## config.mk

```make
export PLATFORM = sky130hd
export DESIGN_NAME = bfont_ctrl
export DESIGN_NICKNAME = d
export VERILOG_FILES = /design/src/hdl/bfont_pkg.sv /design/src/hdl/bfont_ctrl.sv
export SDC_FILE = /design/constraint.sdc
export NUM_CORES = 1
export LEC_CHECK = 0
export BUFFER_PORTS_ARGS = -buffer_cell sky130_fd_sc_hd__clkbuf_2
export CORE_AREA = 2 2 39 41
export DETAILED_ROUTE_END_ITERATION = 16
export DIE_AREA = 0 0 41 43
export HOLD_SLACK_MARGIN = 0.12
export SLEW_MARGIN = 10
export SYNTH_ARGS = -nofsm -noshare
export SYNTH_HDL_FRONTEND = slang
export SYNTH_SLANG_ARGS = --single-unit
```

## constraint.sdc

```tcl
create_clock -name i_clk -period 2.07 [get_ports i_clk]
set_input_delay 0.3105 -clock i_clk [delete_from_list [all_inputs] [get_ports i_clk]]
set_output_delay 0.3105 -clock i_clk [all_outputs]
set_load 0.02 [all_outputs]
```

## src/hdl/bfont_pkg.sv

```systemverilog
// Shared types, codes and constants for the bitmap font character generator.
package bfont_pkg;

    localparam int MAX_GLYPH_HEIGHT_DEF = 8;
    localparam int GLYPH_COUNT_DEF      = 256;

    // action codes carried on s_axis_tuser
    localparam logic [1:0] ACT_LOAD = 2'd0;
    localparam logic [1:0] ACT_PEN  = 2'd1;
    localparam logic [1:0] ACT_DRAW = 2'd2;

    // configuration register indexes
    localparam logic [1:0] REG_WIDTH  = 2'd0;
    localparam logic [1:0] REG_HEIGHT = 2'd1;
    localparam logic [1:0] REG_GAP    = 2'd2;

    localparam logic [3:0] RST_WIDTH  = 4'd8;
    localparam logic [3:0] RST_HEIGHT = 4'd8;
    localparam logic [3:0] RST_GAP    = 4'd1;

    localparam int IN_DATA_W  = 56;
    localparam int IN_USER_W  = 2;
    localparam int OUT_DATA_W = 32;
    localparam int APB_ADDR_W = 4;
    localparam int APB_DATA_W = 32;

    // controller -> datapath
    typedef struct packed {
        logic load;     // write one glyph row from the input item
        logic set_pen;  // place the pen from the input item
        logic start;    // latch the character code, reset the scan counters
        logic rd;       // read the current row
        logic rd_next;  // read the row after the current one
        logic step;     // scan one cell
        logic flush;    // release the held pixel as last, advance the pen
    } t_cmd;

    // datapath -> controller
    typedef struct packed {
        logic empty;      // nothing to scan for this character
        logic cell_set;   // current cell is lit
        logic pend_valid; // a lit pixel is held back
        logic out_free;   // output register can take an item this cycle
        logic col_last;
        logic row_last;
    } t_sts;

endpackage

```

## src/hdl/bfont_ctrl.sv

```systemverilog
// Sequencer for load, set-pen and draw items of the character generator.
module bfont_ctrl (
    input  logic                 i_clk,
    input  logic                 i_rst_n,
    input  logic                 i_in_valid,
    input  logic [1:0]           i_action,
    output logic                 o_in_ready,
    input  bfont_pkg::t_sts      i_sts,
    output bfont_pkg::t_cmd      o_cmd
);

    localparam logic [1:0] ST_IDLE  = 2'd0;
    localparam logic [1:0] ST_READ  = 2'd1;
    localparam logic [1:0] ST_SCAN  = 2'd2;
    localparam logic [1:0] ST_FLUSH = 2'd3;

    logic [1:0] r_state;
    logic [1:0] n_state;
    logic       accept;
    logic       step_ok;

    assign o_in_ready = (r_state == ST_IDLE);
    assign accept     = i_in_valid && o_in_ready;
    // a lit cell with a pixel already held must hand that pixel to the output
    assign step_ok    = !(i_sts.cell_set && i_sts.pend_valid && !i_sts.out_free);

    always_comb begin
        n_state = r_state;
        o_cmd   = '0;
        case (r_state)
            ST_IDLE: begin
                if (accept) begin
                    case (i_action)
                        bfont_pkg::ACT_LOAD: o_cmd.load = 1'b1;
                        bfont_pkg::ACT_PEN:  o_cmd.set_pen = 1'b1;
                        bfont_pkg::ACT_DRAW: begin
                            o_cmd.start = 1'b1;
                            n_state     = ST_READ;
                        end
                        default: ;
                    endcase
                end
            end
            ST_READ: begin
                if (i_sts.empty) begin
                    n_state = ST_FLUSH;
                end else begin
                    o_cmd.rd = 1'b1;
                    n_state  = ST_SCAN;
                end
            end
            ST_SCAN: begin
                if (step_ok) begin
                    o_cmd.step = 1'b1;
                    if (i_sts.col_last) begin
                        if (i_sts.row_last) begin
                            n_state = ST_FLUSH;
                        end else begin
                            o_cmd.rd_next = 1'b1;
                        end
                    end
                end
            end
            ST_FLUSH: begin
                if (!i_sts.pend_valid || i_sts.out_free) begin
                    o_cmd.flush = 1'b1;
                    n_state     = ST_IDLE;
                end
            end
            default: n_state = ST_IDLE;
        endcase
    end

    always_ff @(posedge i_clk) begin
        if (!i_rst_n) begin
            r_state <= ST_IDLE;
        end else begin
            r_state <= n_state;
        end
    end

endmodule

```

# Word level (Yosys, flattened, before mapping)
# Index checks and enable logic that the tools add are counted.
totals:
  ff_bits: 2
  input_bits: 11
  out_inout_bits: 8
  word_cells: 42
classes:
  n_eq_ne: 11
  n_mux: 21
  n_reduce_logical: 9
op_table:
  columns: ["op", "n"]
  rows:
  - ["2-bit two-way mux", 8]
  - ["1-bit two-way mux", 10]
  - ["2-bit inequality test (second input constant)", 4]
  - ["2-bit one-hot mux with 4 select lines", 1]
  - ["2-bit equality test (second input constant)", 3]
  - ["3-bit two-way mux", 2]
  - ["6-bit AND reduction", 1]
  - ["2-bit by 1-bit equality test with 1-bit output (second input constant)", 2]
  - ["2-bit zero test", 2]
  - ["2-bit by 1-bit inequality test with 1-bit output (second input constant)", 2]
  - ["1-bit logical AND", 3]
  - ["1-bit zero test", 2]
  - ["1-bit logical OR", 1]

# Depth between registers and ports, before layout
# Gate-level depths: netlist of the first run.
logic_depth:
  ltp_word: 4
  depth_mapped: 5

# Worst setup path before layout of the first run
# Ideal clock, no wire load.
synth_timing:
  path_kind: "flip-flop to output port"
  from: "reg r_state[0]"
  to: "out o_cmd[2] (netlist bit)"
  arrival_time_ns: 1.521
  required_ns: 1.760
  path_slack_ns: 0.239
  stages_incl_launch_ff: 5
  path_buffers: 0
  path_cell_list: "dfxtp_1 > inv_1 > ha_1 > a21boi_0 > and3b_1"
synth_lines:
  columns: ["element", "line_no", "rtl"]
  rows:
  - ["from (decl)", "bfont_ctrl.sv:17", "logic [1:0] r_state;"]
  - ["from (signal assigned)", "bfont_ctrl.sv:78", "r_state <= n_state;"]
  - ["to (decl)", "bfont_ctrl.sv:9", "output bfont_pkg::t_cmd o_cmd"]

==> flow_summary.rst, run 1 <==
.. list-table::
   :header-rows: 1

   * - Metric
     - Value
   * - Status
     - finished clean
   * - Wire length per cell
     - 8.12 µm
   * - Global-route wire length before repair
     - 876 µm
   * - Busiest metal layer after global routing
     - met2
   * - Clock insertion delay at the later pin of the skew report
     - 0.23 ns
   * - Number of post-CTS setup repair buffers
     - 0
   * - Highest ir drop seen on vdd
     - 0.000361 V
   * - Proportion of layout cells with a drive suffix above 1
     - 0.412
   * - GR Overflow Total
     - 0
   * - Headroom to the max-slew limit
     - 0.690
   * - Top Registers
     - r_state (2)
   * - Maximum count of clock buffers along a single path
     - 2
   * - Number of buffers added by the clock tree synthesis step
     - 3
   * - Post-route fraction of the period consumed by the critical path
     - 0.837
   * - Warning count from the yosys run
     - 0
   * - Static power due to leakage
     - 0.212 nW
   * - Syn nets
     - 46
   * - Area fraction in and, or, nand and nor cells after synthesis
     - 0.347
   * - Ratio of total power to cell area
     - 912 nW/µm²
   * - Cell type of the slowest stage on the worst timing path
     - dfxtp_1
   * - Stage delay of the slowest cell on the critical path
     - 0.35 ns
   * - Routed WL
     - 544 µm
   * - Met3 usage in global routing
     - 0.0471
   * - Register with the most flip-flops
     - r_state
   * - Clock transition at the registers of the reported paths
     - 0.03 ns
   * - Vias per Instance
     - 4.06
   * - Number of global-route vias before repair
     - 236
   * - Count of nets left with antenna violations after detail routing
     - 0
   * - Number of hold violations in the final report
     - 0
   * - GPL Wtd Cong
     - 0.775
   * - Portion of the post-synthesis area used by sequential elements
     - 0.161
   * - Number of flip-flops in the largest register
     - 2
   * - Initial standard-cell utilization of the core
     - 0.180
   * - Post-Synthesis Cells
     - 30
   * - Syn avg cell area
     - 8.30 µm²
   * - Count of placed standard cells including taps
     - 64
   * - Root Driver
     - clkbuf_4
   * - H-tree level count
     - 1
   * - Worst slack after detailed placement
     - 0.430 ns
   * - Number of inserted diodes
     - 0
   * - Setup slack after layout
     - 0.338 ns
   * - Total power
     - 0.348 mW
   * - CP Data Required Time
     - 1.76 ns
   * - Sort of element at the start of the critical path
     - flip-flop
   * - Sum of negative setup slack
     - 0 ns
   * - Largest family of logic cells by synthesized area
     - simple AND/OR/NAND/NOR gates
   * - Total of max-cap violations
     - 0
   * - Post-synthesis register bit count
     - 2
   * - Row cnt
     - 14
   * - CTS Hold Bufs
     - 0
   * - IO Port Bufs
     - 18
   * - Most used cells in the layout excluding fill and tap cells
     - 18 x clkbuf_2, 5 x nand2_1, 5 x ha_1
   * - Pin count of the biggest net entering global routing
     - 7
   * - Final setup violating endpoints
     - 0
   * - Post-synthesis instance area
     - 249 µm²
   * - Detailed Routing Iterations Pass 1
     - 4
   * - Final-report max-slew violation count
     - 0
   * - Xor and xnor fraction of the mapped netlist area
     - 0
   * - CTS tree
     - yes
   * - Worst setup path class
     - flip-flop to output port
   * - Global-route met1 utilization
     - 0.0831
   * - Number of sinks driven by the clock tree
     - 2
   * - Mux contribution to synthesized area
     - 0.0804
   * - Critical Path Fanout Max
     - 6
   * - Final critical path time including I/O delays and setup
     - 1.73 ns
   * - Via Count
     - 272
   * - Post-synthesis share of cell area spent on full adders, half adders and majority gates
     - 0.251
   * - Most common cell after layout, fill and taps aside
     - clkbuf_2
   * - GR Layer Usage met2
     - 0.106
   * - Post-CTS Resized
     - 0
   * - Initial antenna violation count
     - 0
   * - Highest Clock Rate
     - 0.577 GHz
   * - Die area
     - 1760 µm²
   * - Height of the die
     - 43 µm
   * - Post-Route Hold Slack
     - 0.371 ns
   * - Finished Layout Cells
     - 67
   * - Global Route Usage Sum
     - 0.0782
   * - Number of ports placed on the die boundary
     - 19
   * - Synthesized-area fraction occupied by ao, oa, aoi and oai cells
     - 0.131
   * - Cell variety after synth
     - 15
   * - Total number of nets in the final design
     - 69
   * - Layout overhead on the synthesized area
     - 53.3%
   * - Core Region
     - 1380 µm²
   * - Critical path capture point type
     - output port
   * - Post-route clock skew
     - 0.00495 ns
   * - DRC violation count after routing
     - 0
   * - HP Class
     - primary input to flip-flop
   * - Critical path data arrival time
     - 1.42 ns
   * - DRC marker count from the first detailed-route iteration
     - 2
   * - Setup repair after global routing missed its margin
     - false
   * - Critical Path, Cell by Cell
     - inv_1 > ha_1 > a21boi_0 > and3b_1 > clkbuf_2
   * - Worst-Margin Slew
     - 0.465 ns
   * - Die Wd
     - 41 µm
-- cell type report --
cell class | count | area [µm²]
Multi-Input combinational cell | 26 | 201
Fill cell | 149 | 1000
Timing Repair Buffer | 18 | 90.1
Inverter | 2 | 7.51
Tap cell | 16 | 20.0
Sequential cell | 2 | 40.0
Clock buffer | 3 | 22.5
-- cell usage after synthesis --
library cell | count | area share
a21boi_0 | 1 | 0.030
a21o_1 | 1 | 0.030
a222oi_1 | 1 | 0.040
and3_1 | 1 | 0.025
and3b_1 | 1 | 0.035
dfxtp_1 | 2 | 0.16
ha_1 | 5 | 0.25
inv_1 | 2 | 0.030
mux2i_1 | 2 | 0.080
nand2_1 | 5 | 0.075
nand3b_1 | 1 | 0.030
nor2b_1 | 4 | 0.10
nor3_1 | 1 | 0.020
nor3b_1 | 2 | 0.060
o31ai_1 | 1 | 0.030
-- stage by stage --
step	instance area (µm²)	util
2_1_floorplan	249	-
3_3_place_gp	359	0.259
3_5_place_dp	359	0.259
4_1_cts	382	0.276
5_1_grt	382	0.276
6_report	382	0.276
-- critical path: cells and delay by family, from the launching register on --
| family | cells | cell delay [ns] |
|---|---|---|
| and+or+nand+nor | 1 | 0.18 |
| buffers and inverters | 2 | 0.28 |
| DFF | 1 | 0.35 |
| adders and majority gates | 1 | 0.17 |
| AOI/OAI and AO/OA | 1 | 0.21 |
-- logic make-up (layout without fill, tap and decap cells) --
| logic type | count (synthesis) | in the layout |
|---|---|---|
| simple gates | 15 | 15 |
| mux | 2 | 2 |
| flops | 2 | 2 |
| compound gates | 4 | 4 |
| fa+ha+maj | 5 | 5 |
| buf+inv | 2 | 23 |
-- report_power, final --
group	internal, mW	switching, mW	total [mW]
clock network	0.0641	0.0233	0.0874
logic	0.0834	0.106	0.190
registers	0.0518	0.0190	0.0708
total	0.199	0.149	0.348
-- path summary, 6_finish.rpt --
kind,start,endpoint,slack (ns),cells after the start
setup / recovery,r_state[0],o_cmd[2],0.34,5
hold / removal,i_rst_n,r_state[0],0.37,3
setup reg to reg,r_state[0],r_state[1],0.44,5
hold reg to reg,r_state[0],r_state[0],0.53,2
-- layer usage --
metal,wire length (µm),up-vias
met4,0,0
met5,0,-
met3,51,0
met2,233,11
li1,-,149
met1,259,112
(Power assumes the default switching activity.)
==> run 2: changes to the inputs <==
- clock period: 2.07 -> 1.45 ns (I/O delays scaled with it)
==> run 2 against run 1 <==
  * The flow now finishes with violations (setup timing)
  * Count of clock-buffer cells in the layout is the same
  * Largest power group unchanged
  * Via count grew 22%
  * Combinational power grew to 2.9 times the previous value
  * Clock skew is essentially flat
  * Non-clock buffer count grew 7
  * Core utilization grew 16 points
  * Critical path type unchanged
  * Sequential cell count is the same
  * Sequential power grew 77%
  * Hold slack lost 0.097 ns
==> flow_summary.rst, run 2 (synthesized netlist as in run 1, its figures left out) <==
.. list-table::
   :header-rows: 1

   * - Metric
     - Value
   * - Ratio of total power to cell area
     - 1310 nW/µm²
   * - GPL Wtd Cong
     - 0.742
   * - R2R cell count
     - 6
   * - Clock transition at the registers of the reported paths
     - 0.03 ns
   * - Root Driver
     - clkbuf_4
   * - Row cnt
     - 14
   * - Total number of nets in the final design
     - 76
   * - Status
     - finished, violations left
   * - Timing startpoint of the critical path
     - r_state[0]
   * - CTS Hold Bufs
     - 0
   * - Number of flip-flops in the largest register
     - 2
   * - Post-route clock skew
     - 0.00525 ns
   * - Vias per Instance
     - 4.49
   * - DRC marker count from the first detailed-route iteration
     - 5
   * - Detailed Routing Iterations Pass 1
     - 4
   * - Most used cells in the layout excluding fill and tap cells
     - 12 x clkbuf_2, 8 x buf_4, 4 x nand2_1, 4 x ha_4
   * - Headroom to the max-slew limit
     - 0.759
   * - Initial antenna violation count
     - 0
   * - Final-report max-slew violation count
     - 0
   * - Via Count
     - 332
   * - Height of the die
     - 43 µm
   * - Post-Route Hold Slack
     - 0.274 ns
   * - Count of placed standard cells including taps
     - 69
   * - Finished Layout Cells
     - 74
   * - Die Wd
     - 41 µm
   * - Final critical path time including I/O delays and setup
     - 1.46 ns
   * - Cell area reported after detailed placement
     - 434 µm²
   * - Number of sinks driven by the clock tree
     - 2
   * - Violations in the final reports
     - setup timing
   * - Wire length per cell
     - 11.3 µm
   * - Layout fillers
     - 147
   * - Setup slack after layout
     - -0.0140 ns
   * - Number of buffers added by the clock tree synthesis step
     - 3
   * - Worst-Margin Slew
     - 0.361 ns
   * - Critical path data arrival time
     - 1.25 ns
   * - Critical Path Fanout Max
     - 3
   * - GR Overflow Total
     - 0
   * - Core Region
     - 1380 µm²
   * - Most common cell after layout, fill and taps aside
     - clkbuf_2
   * - Total of max-cap violations
     - 0
   * - HP Class
     - primary input to flip-flop
   * - CTS tree
     - yes
   * - Pin count of the biggest net entering global routing
     - 6
   * - Highest Clock Rate
     - 0.683 GHz
   * - Number of hold violations in the final report
     - 0
   * - Static power due to leakage
     - 0.283 nW
   * - Post-route design area
     - 603 µm²
   * - Slack of the worst reg-to-reg path
     - 0.01 ns
   * - Post-route fraction of the period consumed by the critical path
     - 1.01
   * - Final setup violating endpoints
     - 3
   * - Number of ports placed on the die boundary
     - 19
   * - Number of global-route vias before repair
     - 332
   * - Number of inserted diodes
     - 0
   * - Sort of element at the start of the critical path
     - flip-flop
   * - H-tree level count
     - 1
   * - Die area
     - 1760 µm²
   * - Critical path capture point type
     - output port
   * - Final HPWL DP
     - 606 µm
   * - Initial standard-cell utilization of the core
     - 0.180
   * - Register with the most flip-flops
     - r_state
   * - Highest ir drop seen on vdd
     - 0.000661 V
   * - Setup repair after global routing missed its margin
     - true
   * - Global-route wire length before repair
     - 1280 µm
   * - Top Registers
     - r_state (2)
   * - Proportion of layout cells with a drive suffix above 1
     - 0.741
   * - Count of nets left with antenna violations after detail routing
     - 0
   * - IO Port Bufs
     - 18
   * - Routed WL
     - 838 µm
   * - Clock insertion delay at the later pin of the skew report
     - 0.22 ns
   * - CP Data Required Time
     - 1.23 ns
   * - R2r startpoint
     - r_state[0]
   * - DRC violation count after routing
     - 0
   * - Worst setup path class
     - flip-flop to output port
   * - Global Route Usage Sum
     - 0.111
   * - Worst setup path end
     - o_cmd[2]
   * - End of the worst register-to-register path
     - r_state[0]
   * - Maximum count of clock buffers along a single path
     - 2
   * - Layout overhead on the synthesized area
     - 142%
-- run 2: critical path: stages (launching register included) --
cell and delay (ns):
dfxtp_4 0.35, inv_6 0.07, ha_4 0.13, a21boi_4 0.16, and3b_1 0.17, clkbuf_8 0.14
-- run 2: cell type report --
class / count / area (µm²) / share of cell area
clock buffers: 3 / 22.5 / 0.0373
repair buffers: 25 / 184 / 0.305
well taps: 16 / 20.0 / 0.0332
inverters: 2 / 15.0 / 0.0249
multi-input cells: 26 / 314 / 0.521
flip-flops and latches: 2 / 47.5 / 0.0788
-- run 2: timing repair --
| action | CTS | global route |
|---|---|---|
| pin swaps | 7 | 2 |
| endpoints found under the setup margin | 7 | 8 |
| cloned | 0 | 0 |
| buffers inserted | 2 | 0 |
| resized for setup | 25 | 9 |
-- run 2: worst min path at each step --
stage	end	cells after the start	from
final	r_state[0]	3	i_rst_n
after global routing	r_state[1]	3	i_rst_n
after CTS	r_state[1]	3	i_rst_n
after detailed placement	r_state[0]	3	i_rst_n
after global placement	r_state[1]	3	i_rst_n
after floorplan	r_state[0]	2	i_rst_n
-- run 2: report_power, final --
part	leakage, nW	total (mW)	switching [mW]	internal, mW
logic	0.251	0.545	0.250	0.295
clock network	0.0138	0.121	0.0301	0.0912
registers	0.0178	0.125	0.0409	0.0841
-- run 2: stage by stage --
step / setup slack [ns] / TNS [ns] / utilization / total power [mW]
3_3_place_gp: -0.0172 / -0.0172 / 0.314 / 0.468
5_1_grt: -0.129 / -0.498 / 0.436 / 0.868
2_1_floorplan: -0.0625 / -0.0625 / - / 0.329
3_5_place_dp: -0.0194 / -0.0364 / 0.314 / 0.482
4_1_cts: -0.0393 / -0.0737 / 0.416 / 0.757
6_report: -0.0140 / -0.0324 / 0.436 / 0.791
-- run 2: routing by layer --
| metal | part of all wire | routed length [µm] | track usage | vias up |
|---|---|---|---|---|
| met4 | 0 | 0 | 0.0600 | 0 |
| met1 | 0.37 | 310 | 0.0895 | 155 |
| li1 | - | - | - | 164 |
| met5 | 0 | 0 | 0 | - |
| met3 | 0.058 | 49 | 0.0471 | 0 |
| met2 | 0.57 | 477 | 0.203 | 13 |
